$ cat config.mk
export PLATFORM = sky130hd
export DESIGN_NAME = signed_golomb_decoder_flat
export DESIGN_NICKNAME = d
export VERILOG_FILES = /design/src/rtl/sgd_pkg.sv /design/src/rtl/sgd_if.sv /design/src/rtl/signed_golomb_decoder.sv /design/src/flat_wrapper.sv
export SDC_FILE = /design/constraint.sdc
export NUM_CORES = 1
export LEC_CHECK = 0
export BUFFER_PORTS_ARGS = -buffer_cell sky130_fd_sc_hd__buf_4
export CORE_ASPECT_RATIO = 1.2
export CORE_MARGIN = 2
export CORE_UTILIZATION = 58
export DETAILED_ROUTE_END_ITERATION = 10
export GPL_TIMING_DRIVEN = 0
export PLACE_DENSITY = 0.84
export SLEW_MARGIN = 20
export SYNTH_ARGS = -nofsm -noshare
export SYNTH_HDL_FRONTEND = slang
export SYNTH_SLANG_ARGS = --single-unit
$ cat constraint.sdc
create_clock -name clock -period 9.6 [get_ports clock]
set_input_delay 0.48 -clock clock [delete_from_list [all_inputs] [get_ports clock]]
set_output_delay 0.48 -clock clock [all_outputs]
set_load 0.02 [all_outputs]
$ cat src/rtl/sgd_pkg.sv
`timescale 1ns / 1ps

package sgd_pkg;

   // Width of the signed result and of the divisor register.
   localparam int VALUE_WIDTH   = 32;
   localparam int DIVISOR_WIDTH = 16;

   // The magnitude never exceeds 2^(VALUE_WIDTH-1)-1, so it needs one bit less.
   localparam int MAG_WIDTH = VALUE_WIDTH - 1;
   // Enough bits to hold a remainder width from 0 up to DIVISOR_WIDTH.
   localparam int BITS_WIDTH = $clog2(DIVISOR_WIDTH + 1);

   localparam logic [MAG_WIDTH-1:0] MAG_MAX = {MAG_WIDTH{1'b1}};

   typedef logic signed [VALUE_WIDTH-1:0] value_type;
   typedef logic [DIVISOR_WIDTH-1:0]      divisor_type;
   typedef logic [BITS_WIDTH-1:0]         bits_type;

   typedef enum logic [1:0] {
      PH_SIGN  = 2'd0,
      PH_UNARY = 2'd1,
      PH_REM   = 2'd2,
      PH_EXTRA = 2'd3
   } phase_type;

   // Remainder width b = ceil(log2 m), found as the bit length of m-1.
   function automatic bits_type code_width(input divisor_type m);
      divisor_type mm1;
      bits_type    w;
      mm1 = m - divisor_type'(1);
      w   = '0;
      for (int i = 0; i < DIVISOR_WIDTH; i++) begin
         if (mm1[i]) begin
            w = bits_type'(i + 1);
         end
      end
      return w;
   endfunction

   // Truncated binary threshold t = 2^b - m.
   function automatic divisor_type code_threshold(input divisor_type m, input bits_type b);
      logic [DIVISOR_WIDTH:0] pow;
      logic [DIVISOR_WIDTH:0] diff;
      pow  = (DIVISOR_WIDTH + 1)'(1) << b;
      diff = pow - {1'b0, m};
      return diff[DIVISOR_WIDTH-1:0];
   endfunction

endpackage

$ cat src/rtl/sgd_if.sv
`timescale 1ns / 1ps

// Request channel: one code bit per request.
interface sgd_req_if;
   logic valid;
   logic ready;
   logic code_bit;

   modport source (output valid, output code_bit, input ready);
   modport sink (input valid, input code_bit, output ready);
endinterface

// Response channel: one decoded value per completed codeword.
interface sgd_rsp_if;
   import sgd_pkg::*;
   logic      valid;
   logic      ready;
   value_type decoded_value;
   logic      overflow;

   modport source (output valid, output decoded_value, output overflow, input ready);
   modport sink (input valid, input decoded_value, input overflow, output ready);
endinterface

$ cat src/rtl/signed_golomb_decoder.sv
`timescale 1ns / 1ps

// Sign-magnitude Golomb decoder. Each request carries one bit of the coded
// stream; a codeword is a sign bit (1 means negative), a unary quotient of
// ones closed by a zero, and a truncated binary remainder for the divisor m
// held in the CSR (a written zero acts as one). One response is returned per
// completed codeword with the signed value and an overflow flag that is set
// when the magnitude saturated at 2^31-1. A request is registered on entry
// and is decoded from the input register once the response register can take
// a result, which is registered there; one request is taken every cycle
// as long as the response register is free or being drained. The divisor
// must only be written while no codeword is in flight in the block; the
// remainder width and threshold are derived at the time of the write.
module signed_golomb_decoder (
   input  logic                 clock,
   input  logic                 reset,
   sgd_req_if.sink              req_if,
   sgd_rsp_if.source            rsp_if,
   input  logic                 csr_we,
   input  sgd_pkg::divisor_type csr_wdata
);
   import sgd_pkg::*;

   // Divisor and the values derived from it.
   divisor_type divisor_ff;
   bits_type    width_ff;
   divisor_type threshold_ff;
   divisor_type divisor_eff;

   // Input register.
   logic in_valid_ff;
   logic in_bit_ff;

   // Decoder state.
   phase_type              phase_ff, phase_in;
   logic                   negative_ff, negative_in;
   logic [MAG_WIDTH-1:0]   mag_ff, mag_in;
   divisor_type            rem_ff, rem_in;
   bits_type               left_ff, left_in;
   logic                   sat_ff, sat_in;

   // Response register.
   logic      rsp_valid_ff;
   value_type rsp_value_ff;
   logic      rsp_overflow_ff;

   // Combinational step results.
   logic                   advance;
   logic                   finish;
   divisor_type            fin_rem;
   logic [MAG_WIDTH:0]     unary_sum;
   divisor_type            rem_shift;
   bits_type               left_dec;
   logic [DIVISOR_WIDTH:0] extra_v;
   logic [MAG_WIDTH:0]     mag_sum;
   logic [MAG_WIDTH-1:0]   mag_final;
   logic                   ovf_final;
   value_type              value_final;

   assign divisor_eff = (csr_wdata == '0) ? divisor_type'(1) : csr_wdata;

   always_ff @(posedge clock) begin
      if (reset) begin
         divisor_ff   <= divisor_type'(1);
         width_ff     <= '0;
         threshold_ff <= '0;
      end else if (csr_we) begin
         divisor_ff   <= divisor_eff;
         width_ff     <= code_width(divisor_eff);
         threshold_ff <= code_threshold(divisor_eff, code_width(divisor_eff));
      end
   end

   // The registered bit moves on when the response register can take a result.
   assign advance       = in_valid_ff && (!rsp_valid_ff || rsp_if.ready);
   assign req_if.ready  = !in_valid_ff || advance;

   always_ff @(posedge clock) begin
      if (reset) begin
         in_valid_ff <= 1'b0;
      end else if (req_if.ready) begin
         in_valid_ff <= req_if.valid;
      end
   end

   always_ff @(posedge clock) begin
      if (req_if.valid && req_if.ready) begin
         in_bit_ff <= req_if.code_bit;
      end
   end

   assign unary_sum = {1'b0, mag_ff} + (MAG_WIDTH + 1)'(divisor_ff);
   assign rem_shift = (rem_ff << 1) | divisor_type'(in_bit_ff);
   assign left_dec  = (left_ff != '0) ? left_ff - bits_type'(1) : left_ff;
   assign extra_v   = {rem_ff, in_bit_ff};

   // One step of the codeword parser.
   always_comb begin
      phase_in    = phase_ff;
      negative_in = negative_ff;
      mag_in      = mag_ff;
      rem_in      = rem_ff;
      left_in     = left_ff;
      sat_in      = sat_ff;
      finish      = 1'b0;
      fin_rem     = '0;
      unique case (phase_ff)
         PH_SIGN: begin
            negative_in = in_bit_ff;
            mag_in      = '0;
            rem_in      = '0;
            left_in     = '0;
            sat_in      = 1'b0;
            phase_in    = PH_UNARY;
         end
         PH_UNARY: begin
            if (in_bit_ff) begin
               // Add m per unary one and saturate at the largest magnitude.
               if (unary_sum[MAG_WIDTH]) begin
                  mag_in = MAG_MAX;
                  sat_in = 1'b1;
               end else begin
                  mag_in = unary_sum[MAG_WIDTH-1:0];
               end
            end else begin
               rem_in = '0;
               if (width_ff == '0) begin
                  finish = 1'b1;
               end else begin
                  left_in = width_ff - bits_type'(1);
                  if (left_in == '0) begin
                     // No short remainder bits: decide on a zero value.
                     if (threshold_ff != '0) begin
                        finish = 1'b1;
                     end else begin
                        phase_in = PH_EXTRA;
                     end
                  end else begin
                     phase_in = PH_REM;
                  end
               end
            end
         end
         PH_REM: begin
            rem_in  = rem_shift;
            left_in = left_dec;
            if (left_dec == '0) begin
               if (rem_shift < threshold_ff) begin
                  finish  = 1'b1;
                  fin_rem = rem_shift;
               end else begin
                  phase_in = PH_EXTRA;
               end
            end
         end
         PH_EXTRA: begin
            // A divisor change may leave the long value below t; clamp at zero.
            if (extra_v >= {1'b0, threshold_ff}) begin
               fin_rem = divisor_type'(extra_v - {1'b0, threshold_ff});
            end else begin
               fin_rem = '0;
            end
            rem_in = fin_rem;
            finish = 1'b1;
         end
         default: begin
            phase_in = PH_SIGN;
         end
      endcase
      if (finish) begin
         phase_in = PH_SIGN;
      end
   end

   // Assemble the signed result of a completed codeword.
   assign mag_sum     = {1'b0, mag_ff} + (MAG_WIDTH + 1)'(fin_rem);
   assign mag_final   = mag_sum[MAG_WIDTH] ? MAG_MAX : mag_sum[MAG_WIDTH-1:0];
   assign ovf_final   = sat_ff || mag_sum[MAG_WIDTH];
   assign value_final = negative_ff ? -value_type'({1'b0, mag_final})
                                    : value_type'({1'b0, mag_final});

   always_ff @(posedge clock) begin
      if (reset) begin
         phase_ff    <= PH_SIGN;
         negative_ff <= 1'b0;
         mag_ff      <= '0;
         rem_ff      <= '0;
         left_ff     <= '0;
         sat_ff      <= 1'b0;
      end else if (advance) begin
         phase_ff    <= phase_in;
         negative_ff <= negative_in;
         mag_ff      <= mag_in;
         rem_ff      <= rem_in;
         left_ff     <= left_in;
         sat_ff      <= sat_in;
      end
   end

   always_ff @(posedge clock) begin
      if (reset) begin
         rsp_valid_ff <= 1'b0;
      end else if (advance && finish) begin
         rsp_valid_ff <= 1'b1;
      end else if (rsp_if.ready) begin
         rsp_valid_ff <= 1'b0;
      end
   end

   always_ff @(posedge clock) begin
      if (advance && finish) begin
         rsp_value_ff    <= value_final;
         rsp_overflow_ff <= ovf_final;
      end
   end

   assign rsp_if.valid         = rsp_valid_ff;
   assign rsp_if.decoded_value = rsp_value_ff;
   assign rsp_if.overflow      = rsp_overflow_ff;

endmodule

$ cat src/flat_wrapper.sv
// flat-port wrapper written by rule: the top's interface ports become plain ports
module signed_golomb_decoder_flat import sgd_pkg::*;
  (clock, reset, csr_we, csr_wdata, req_if_valid, req_if_code_bit, req_if_ready, rsp_if_valid, rsp_if_decoded_value, rsp_if_overflow, rsp_if_ready);
  sgd_req_if req_if_i ();
  sgd_rsp_if rsp_if_i ();
  input  logic clock;
  input  logic reset;
  input  logic csr_we;
  input  sgd_pkg::divisor_type csr_wdata;
  input wire logic [$bits(req_if_i.valid)-1:0] req_if_valid;
  input wire logic [$bits(req_if_i.code_bit)-1:0] req_if_code_bit;
  output wire logic [$bits(req_if_i.ready)-1:0] req_if_ready;
  output wire logic [$bits(rsp_if_i.valid)-1:0] rsp_if_valid;
  output wire logic [$bits(rsp_if_i.decoded_value)-1:0] rsp_if_decoded_value;
  output wire logic [$bits(rsp_if_i.overflow)-1:0] rsp_if_overflow;
  input wire logic [$bits(rsp_if_i.ready)-1:0] rsp_if_ready;
  assign req_if_i.valid = req_if_valid;
  assign req_if_i.code_bit = req_if_code_bit;
  assign req_if_ready = req_if_i.ready;
  assign rsp_if_valid = rsp_if_i.valid;
  assign rsp_if_decoded_value = rsp_if_i.decoded_value;
  assign rsp_if_overflow = rsp_if_i.overflow;
  assign rsp_if_i.ready = rsp_if_ready;
  signed_golomb_decoder u_core (.clock(clock), .reset(reset), .req_if(req_if_i), .rsp_if(rsp_if_i), .csr_we(csr_we), .csr_wdata(csr_wdata));
endmodule
==> metrics.txt, run 1 <==
start of the worst register-to-register path u_core.in_bit_ff; arrival time worst endpoint 9010 ps; first-pass GRT wire length 46200 um; HPWL after DPL 21500 um; Vias/cell 6.32; Max-cap violations 0; Net Sw Power 0.000450 W; fmax 113 MHz; Net Sw Frac 29.7%; reg2reg end u_core.rsp_if.decoded_value[28]; post-synthesis sequential area ratio 28.1%; min cycle time layout 8840 ps; synth top area cells dfxtp_1 (18%), edfxtp_1 (9.8%), ha_1 (9.0%), nor2_1 (5.8%), xnor2_1 (4.3%); Clock Tree Root clkbuf_16; R2R setup slack 760 ps; Setup violations, final 0; pre-CTS WS 1060 ps; DR WL/cell 17.6 um; DR vias 10157; fin crit share 92.0%; number of CTS-inserted buffers 17; pwr dens 130 nW/um2; Yosys top cell area share 18.3%; cell mode on critical path clkbuf_1; Final ANT Viol Nets 0; post-synthesis cell type count 91; syn_nets 1406; worst vdd ir 98.6 uV; number of fill cells in the layout 1429; Commonest cells post-synth nor2_1 (161), nand2_1 (105), dfxtp_1 (95); P&R area growth vs syn 11.9%; Die W 126 um; status finished, final reports clean; Routability Congestion 0.978; Multi-input gate area 7020 um2; largest net degree at the start of global routing 21; Clock Latency Late Sink 430 ps; Post-synth EDFFs 34; Hold Startpoint req_if_code_bit; Largest stage delay, worst path 560 ps; Nets 1475; clk buf depth 2; CP endpoint kind flop; Final Skew 9.45 ps; origin of the worst setup path u_core.in_bit_ff; hold path cells 1; area leader, netlist dfxtp_1; Comb power frac 20.6%; post-synthesis xor/xnor area fraction 6.97%; Netlist Area Pre-Place 10400 um2; layout cells sized above 1 8.58%; setup tns final 0 ps; adder-cell share of the synthesized area 9.80%; Rows 53; Ys Warns 0; die area 19000 um2; 1st-iter DRT viols 909; fraction of the mapped netlist area in compound gates 22.4%; DRT Wirelength 28300 um; Slew @ Worst Pin 1000 ps; hold worst-path end u_core.in_bit_ff; Top Ports 57; Reg power frac 39.4%; cts repair resizes 0; crit path max fanout 10; ys flop type dfxtp_1; CTS Sinks 129; first-pass detailed-route iteration total 5; sequential cell area 2920 um2; Int Pwr 0.00106 W; Pleak 4.88 nW; GRT Total Usage 29.9%; initial antenna violation count 0; Core Region 17600 um2; Crit-path slowest cell a2111oi_0; Setup Buffers After CTS 0; CTS H-Tree Depth 4; vias in the first global route 9441; RSZ-0062 raised after global routing no; final core utilization 66.2%; share of flip-flops with an asynchronous set or reset 0%; mux share of post-synthesis cell area 4.25%; total grt overflow 0; CP Launch Type flop; Critical Path RT 9780 ps; Residual DRC 0; CTS tree done; Synth Area in Simple Gates 23.9%; Clock power frac 40.0%; most common cell in the netlist nor2_1; Clk pin slew, worst setup/hold paths 60 ps; starting density of the core 59.2%; Die H 151 um; R2R depth 34; cts hold-fix bufs 0; worst hold path type primary input to flop; Avg Inst Size Synth 7.97 um2; kind of critical path flop to flop; number of port buffers 48; final setup margin 765 ps; Synth Register Bits 129; Final Hold Viols 0; Rel. slew slack 33.1%; largest family of logic cells by synthesized area simple AND/OR/NAND/NOR gates; diodes inserted 0; pins over their slew limit 0; Post-Syn Instances 1305
-- per-layer routing --
metal  track usage [%]  up-vias  wire, um
li1                  -     4892         -
met1              35.6     4732     11500
met2              53.2      440     14100
met3              4.90       93      1750
met4              13.0        0       988
met5                 0        -         0
-- per-stage QoR --
step / instances / hold slack (ps) / total power [W] / instance area [um2]
global route: 1607 / 216 / 0.00157 / 11600
floorplan: 1305 / 428 / 0.000832 / 10400
finish: 1607 / 227 / 0.00151 / 11600
global placement: 1573 / 479 / 0.000895 / 11000
CTS: 1607 / 218 / 0.00151 / 11600
detailed placement: 1575 / 492 / 0.000905 / 11100
-- final cells by class --
type                            instances  area share [%]
Multi-Input combinational cell       1049            60.3
Clock inverter                          9           0.462
Inverter                               66            2.13
Sequential cell                       129            25.1
Tap cell                              220            2.36
Buffer                                 61            1.98
Timing Repair Buffer                   50            3.35
Clock buffer                           23            4.29
-- sequential cells by signal, summed over array words and instances (netlist names), 2 cells and up --
name	flops
u_core.rsp_if.decoded_value	32
u_core.threshold_ff	16
u_core.phase_ff	2
u_core.rem_ff	16
u_core.divisor_ff	16
u_core.left_ff	5
u_core.mag_ff	31
u_core.width_ff	5
-- worst max path at each step --
stage,endpoint,slack (ps),cells after the start
global route,u_core.rsp_if.decoded_value[28],40,34
finish,u_core.rsp_if.decoded_value[28],760,34
CTS,u_core.rsp_if.decoded_value[28],960,34
floorplan,u_core.rsp_if.decoded_value[28],2520,34
global placement,u_core.rsp_if.decoded_value[28],1160,34
detailed placement,u_core.rsp_if.decoded_value[28],1060,34
-- worst max-delay path: cells and delay by family (launching register included) --
kind            cells  cell delay (ps)
compound gates     13             3180
flops               1              410
fa+ha+maj           4             1020
xor+xnor            1               80
buf+inv             7             1670
simple gates        9             2210
-- power groups by stage --
stage	registers (W)	logic, W	clock network (W)
after floorplan	0.000600	0.000231	0
after global placement	0.000605	0.000290	0
after detailed placement	0.000605	0.000300	0
after CTS	0.000594	0.000304	0.000609
after global routing	0.000597	0.000342	0.000634
final	0.000595	0.000311	0.000605
-- cells by family after synthesis --
logic type	Yosys count
AO/OA/AOI/OAI	341
flip-flops	129
buffers and inverters	127
XOR/XNOR	81
adder cells (fa/ha/maj)	79
multiplexers	44
AND/OR/NAND/NOR	504
-- cells in the final DEF, fill, tap and decap left out, drive strengths merged, types with 14 or more instances in the layout --
cell / instances
a21oi: 88
a21o: 28
nor4: 14
a211oi: 24
o21a: 15
clkbuf: 72
nand4: 19
or3: 17
buf: 62
nor2b: 17
xor2: 29
dfxtp: 95
nor3: 51
nor2: 161
o21ai: 72
a31oi: 14
mux2i: 43
nand3: 41
nand2b: 18
xnor2: 52
nand2: 105
edfxtp: 34
inv: 67
ha: 75
(Power assumes the default switching activity.)
==> inputs of run 2 (changes only) <==
Settings changed: ABC_CLOCK_PERIOD_IN_PS set to 9600, PLACE_DENSITY 0.84 to 0.83.
==> metrics.txt, run 2 (synthesis gave the netlist of run 1 again) <==
worst vdd ir 123 uV; Setup Buffers After CTS 0; DR vias 10087; Pleak 4.90 nW; cts hold-fix bufs 0; fin crit share 90.9%; WHS 220 ps; clk buf depth 2; RSZ-0062 raised after global routing no; starting density of the core 59.2%; DRT Wirelength 27700 um; GRT Total Usage 29.1%; CP endpoint kind flop; Tot Pwr 0.00157 W; Core Region 17600 um2; Residual DRC 0; Largest stage delay, worst path 550 ps; CTS H-Tree Depth 4; Nets 1475; Setup violations, final 0; Clk pin slew, worst setup/hold paths 60 ps; cell total after placement 1575; Critical Path RT 9790 ps; die area 19000 um2; commonest cells after routing, fill and taps aside nor2_1 (161), nand2_1 (105), dfxtp_1 (95); cell mode on critical path clkbuf_1; status finished, final reports clean; crit path max fanout 10; setup tns final 0 ps; vias in the first global route 9253; cts repair resizes 0; first-pass detailed-route iteration total 5; DR WL/cell 17.3 um; max reg flops 32; Final Hold Viols 0; Die H 151 um; CTS Sinks 129; CP Launch Type flop; initial antenna violation count 0; pwr dens 135 nW/um2; Clock Latency Late Sink 440 ps; layout cells sized above 1 8.65%; CTS tree done; Rel. slew slack 24.7%; number of CTS-inserted buffers 17; min cycle time layout 8730 ps; final core utilization 66.6%; largest net degree at the start of global routing 21; P&R area growth vs syn 12.5%; Crit-path slowest cell a2111oi_0; diodes inserted 0; Final ANT Viol Nets 0; number of port buffers 48; number of fill cells in the layout 1469; Final Skew 9.64 ps; Vias/cell 6.28; HPWL after DPL 21400 um; arrival time worst endpoint 8920 ps; Die W 126 um; Clock Tree Root clkbuf_16; Max-cap violations 0; Slew @ Worst Pin 1130 ps; total grt overflow 0; first-pass GRT wire length 44900 um; worst hold path type primary input to flop; 1st-iter DRT viols 806; final std cells w/o fill 1607; kind of critical path flop to flop; most common cell after layout, fill and taps aside nor2_1; Rows 53; pins over their slew limit 0; Top Ports 57; fmax 115 MHz; Routability Congestion 0.979
==> run 2: final timing paths <==
kind / start / end / slack (ps) / cells after the start
setup / recovery: u_core.in_bit_ff / u_core.rsp_if.decoded_value[30] / 870 / 35
hold / removal: req_if_code_bit / u_core.in_bit_ff / 220 / 1
setup reg to reg: u_core.in_bit_ff / u_core.rsp_if.decoded_value[30] / 870 / 35
hold reg to reg: u_core.divisor_ff[2] / u_core.divisor_ff[2] / 500 / 2
==> run 2: layout make-up <==
| class | instances | area, um2 | share of cell area (%) |
|---|---|---|---|
| Inverter | 66 | 248 | 2.12 |
| Buffer | 61 | 230 | 1.97 |
| Tap cell | 220 | 275 | 2.35 |
| Sequential cell | 129 | 2920 | 25.0 |
| Timing Repair Buffer | 50 | 390 | 3.34 |
| Clock inverter | 15 | 183 | 1.56 |
| Multi-Input combinational cell | 1049 | 7020 | 60.0 |
| Clock buffer | 17 | 425 | 3.64 |
==> run 2: worst max-delay path, delay by kind of cell (launching register included) <==
kind            cells  cell delay [ps]
flops               1              370
xor+xnor            1               80
fa+ha+maj           4             1030
compound gates     12             2970
buf+inv             7             1600
simple gates       11             2420
==> run 2: report_power, final <==
group          total, W  switching, W  internal [W]
clock network  0.000669      0.000258      0.000411
registers      0.000595     0.0000192      0.000576
logic          0.000310      0.000188      0.000121
==> run 2: stage by stage <==
stage / worst slack (ps) / cell area (um2)
detailed placement: 1090 / 11100
global placement: 1200 / 11000
finish: 870 / 11700
global route: 136 / 11700
floorplan: 2520 / 10400
CTS: 1020 / 11700
==> run 2: metal layers <==
layer	vias to the layer above	global-route usage (%)	part of all wire [%]
met2	415	52.0	49
met1	4666	33.4	40
met4	0	14.9	4.7
met5	-	0	0
li1	4902	-	-
met3	104	4.87	5.7
==> inputs of run 3 (changes only) <==
Settings changed: CORE_MARGIN 2 to 3.
==> metrics.txt, run 3 (synthesis gave the netlist of run 1 again) <==
first-pass GRT wire length 46000 um; Critical Path RT 9780 ps; pre-CTS WS 1020 ps; reg2reg end u_core.rsp_if.decoded_value[30]; DR vias 10132; clk buf depth 2; max reg flops 32; Hold Startpoint req_if_code_bit; WHS 229 ps; Setup Buffers After CTS 0; final core utilization 66.8%; vias in the first global route 9563; CP endpoint kind flop; hold worst-path end u_core.in_bit_ff; P&R area growth vs syn 12.9%; worst vdd ir 115 uV; Final Skew 9.20 ps; 1st-iter DRT viols 907; setup tns final 0 ps; Nets 1475; number of fill cells in the layout 1431; Final Hold Viols 0; Final ANT Viol Nets 0; number of CTS-inserted buffers 17; Clk pin slew, worst setup/hold paths 60 ps; Vias/cell 6.30; layout cells sized above 1 8.65%; Core Region 17600 um2; RSZ-0062 raised after global routing no; CP Launch Type flop; Largest stage delay, worst path 650 ps; Max-cap violations 0; HPWL after DPL 21600 um; cts hold-fix bufs 0; min cycle time layout 8910 ps; Die H 153 um; Clock power frac 44.5%; starting density of the core 59.2%; cts repair resizes 0; Residual DRC 0; start of the worst register-to-register path u_core.in_bit_ff; DRT Wirelength 28100 um; Rows 53; fin crit share 92.8%; Clock Tree Root clkbuf_16; arrival time worst endpoint 9090 ps; pwr dens 139 nW/um2; first-pass detailed-route iteration total 6; diodes inserted 0; largest net degree at the start of global routing 21; Int Pwr 0.00116 W; initial antenna violation count 0; commonest cells after routing, fill and taps aside nor2_1 (161), nand2_1 (105), dfxtp_1 (95); worst hold path type primary input to flop; Net Sw Power 0.000468 W; Crit-path slowest cell a2111oi_0; R2R depth 34; crit path max fanout 10; status finished, final reports clean; Rel. slew slack 29.5%; most common cell after layout, fill and taps aside nor2_1; pins over their slew limit 0; final setup margin 687 ps; Net Sw Frac 28.7%; Routability Congestion 0.957; Reg power frac 36.5%; kind of critical path flop to flop; Setup violations, final 0; Placed Area 11100 um2; DR WL/cell 17.5 um; CTS Sinks 129; Clock Latency Late Sink 430 ps; Top Ports 57; cell mode on critical path clkbuf_1; GRT Total Usage 28.4%; R2R setup slack 690 ps; total grt overflow 0; CTS tree done; Pleak 4.91 nW; Slew @ Worst Pin 1060 ps; fmax 112 MHz; CTS H-Tree Depth 4; Die W 128 um; number of port buffers 48; die area 19600 um2; hold path cells 1; Finished Cell Area 11700 um2; Comb power frac 19.0%
run 3: how the worst max path moves through the flow:
stage | start | endpoint | slack, ps | cells after the start
after floorplan | u_core.in_bit_ff | u_core.rsp_if.decoded_value[28] | 2520 | 34
after global placement | u_core.in_bit_ff | u_core.rsp_if.decoded_value[28] | 1150 | 34
after detailed placement | u_core.in_bit_ff | u_core.rsp_if.decoded_value[26] | 1020 | 34
after CTS | u_core.in_bit_ff | u_core.rsp_if.decoded_value[30] | 950 | 34
after global routing | u_core.in_bit_ff | u_core.rsp_if.decoded_value[30] | 140 | 35
final | u_core.in_bit_ff | u_core.rsp_if.decoded_value[30] | 690 | 34
run 3: stage by stage:
stage / cells / total power (W)
5_1_grt: 1607 / 0.00169
6_report: 1607 / 0.00163
4_1_cts: 1607 / 0.00163
3_5_place_dp: 1575 / 0.000907
3_3_place_gp: 1573 / 0.000897
2_1_floorplan: 1305 / 0.000832
run 3: layout make-up:
cell class | count | area (um2) | share of cell area, %
multi-input cells | 1049 | 7020 | 59.8
plain buffers | 61 | 230 | 1.96
repair buffers | 50 | 390 | 3.32
inverters | 66 | 248 | 2.11
clock buffers | 17 | 425 | 3.62
flip-flops and latches | 129 | 2920 | 24.9
well taps | 220 | 275 | 2.34
clock inverters | 15 | 230 | 1.96
run 3: critical path: cells and delay by family, from the launching register on:
kind / cells / cell delay, ps
AO/OA/AOI/OAI: 13 / 3390
XOR/XNOR: 1 / 90
adder cells (fa/ha/maj): 4 / 1030
buffers and inverters: 7 / 1600
flip-flops: 1 / 390
AND/OR/NAND/NOR: 9 / 2160
run 3: metal layers:
layer  up-vias  track usage (%)  part of all wire (%)
met3       105             4.49                   6.7
met2       434             49.3                    48
met4         0             13.1                   4.6
met1      4704             33.9                    41
li1       4889                -                     -
met5         -                0                     0
run 3: power by group through the flow:
| stage | clock (W) | combinational [W] | sequential, W |
|---|---|---|---|
| after floorplan | 0 | 0.000231 | 0.000600 |
| after global placement | 0 | 0.000292 | 0.000605 |
| after detailed placement | 0 | 0.000301 | 0.000605 |
| after CTS | 0.000732 | 0.000304 | 0.000594 |
| after global routing | 0.000754 | 0.000341 | 0.000597 |
| final | 0.000725 | 0.000310 | 0.000595 |
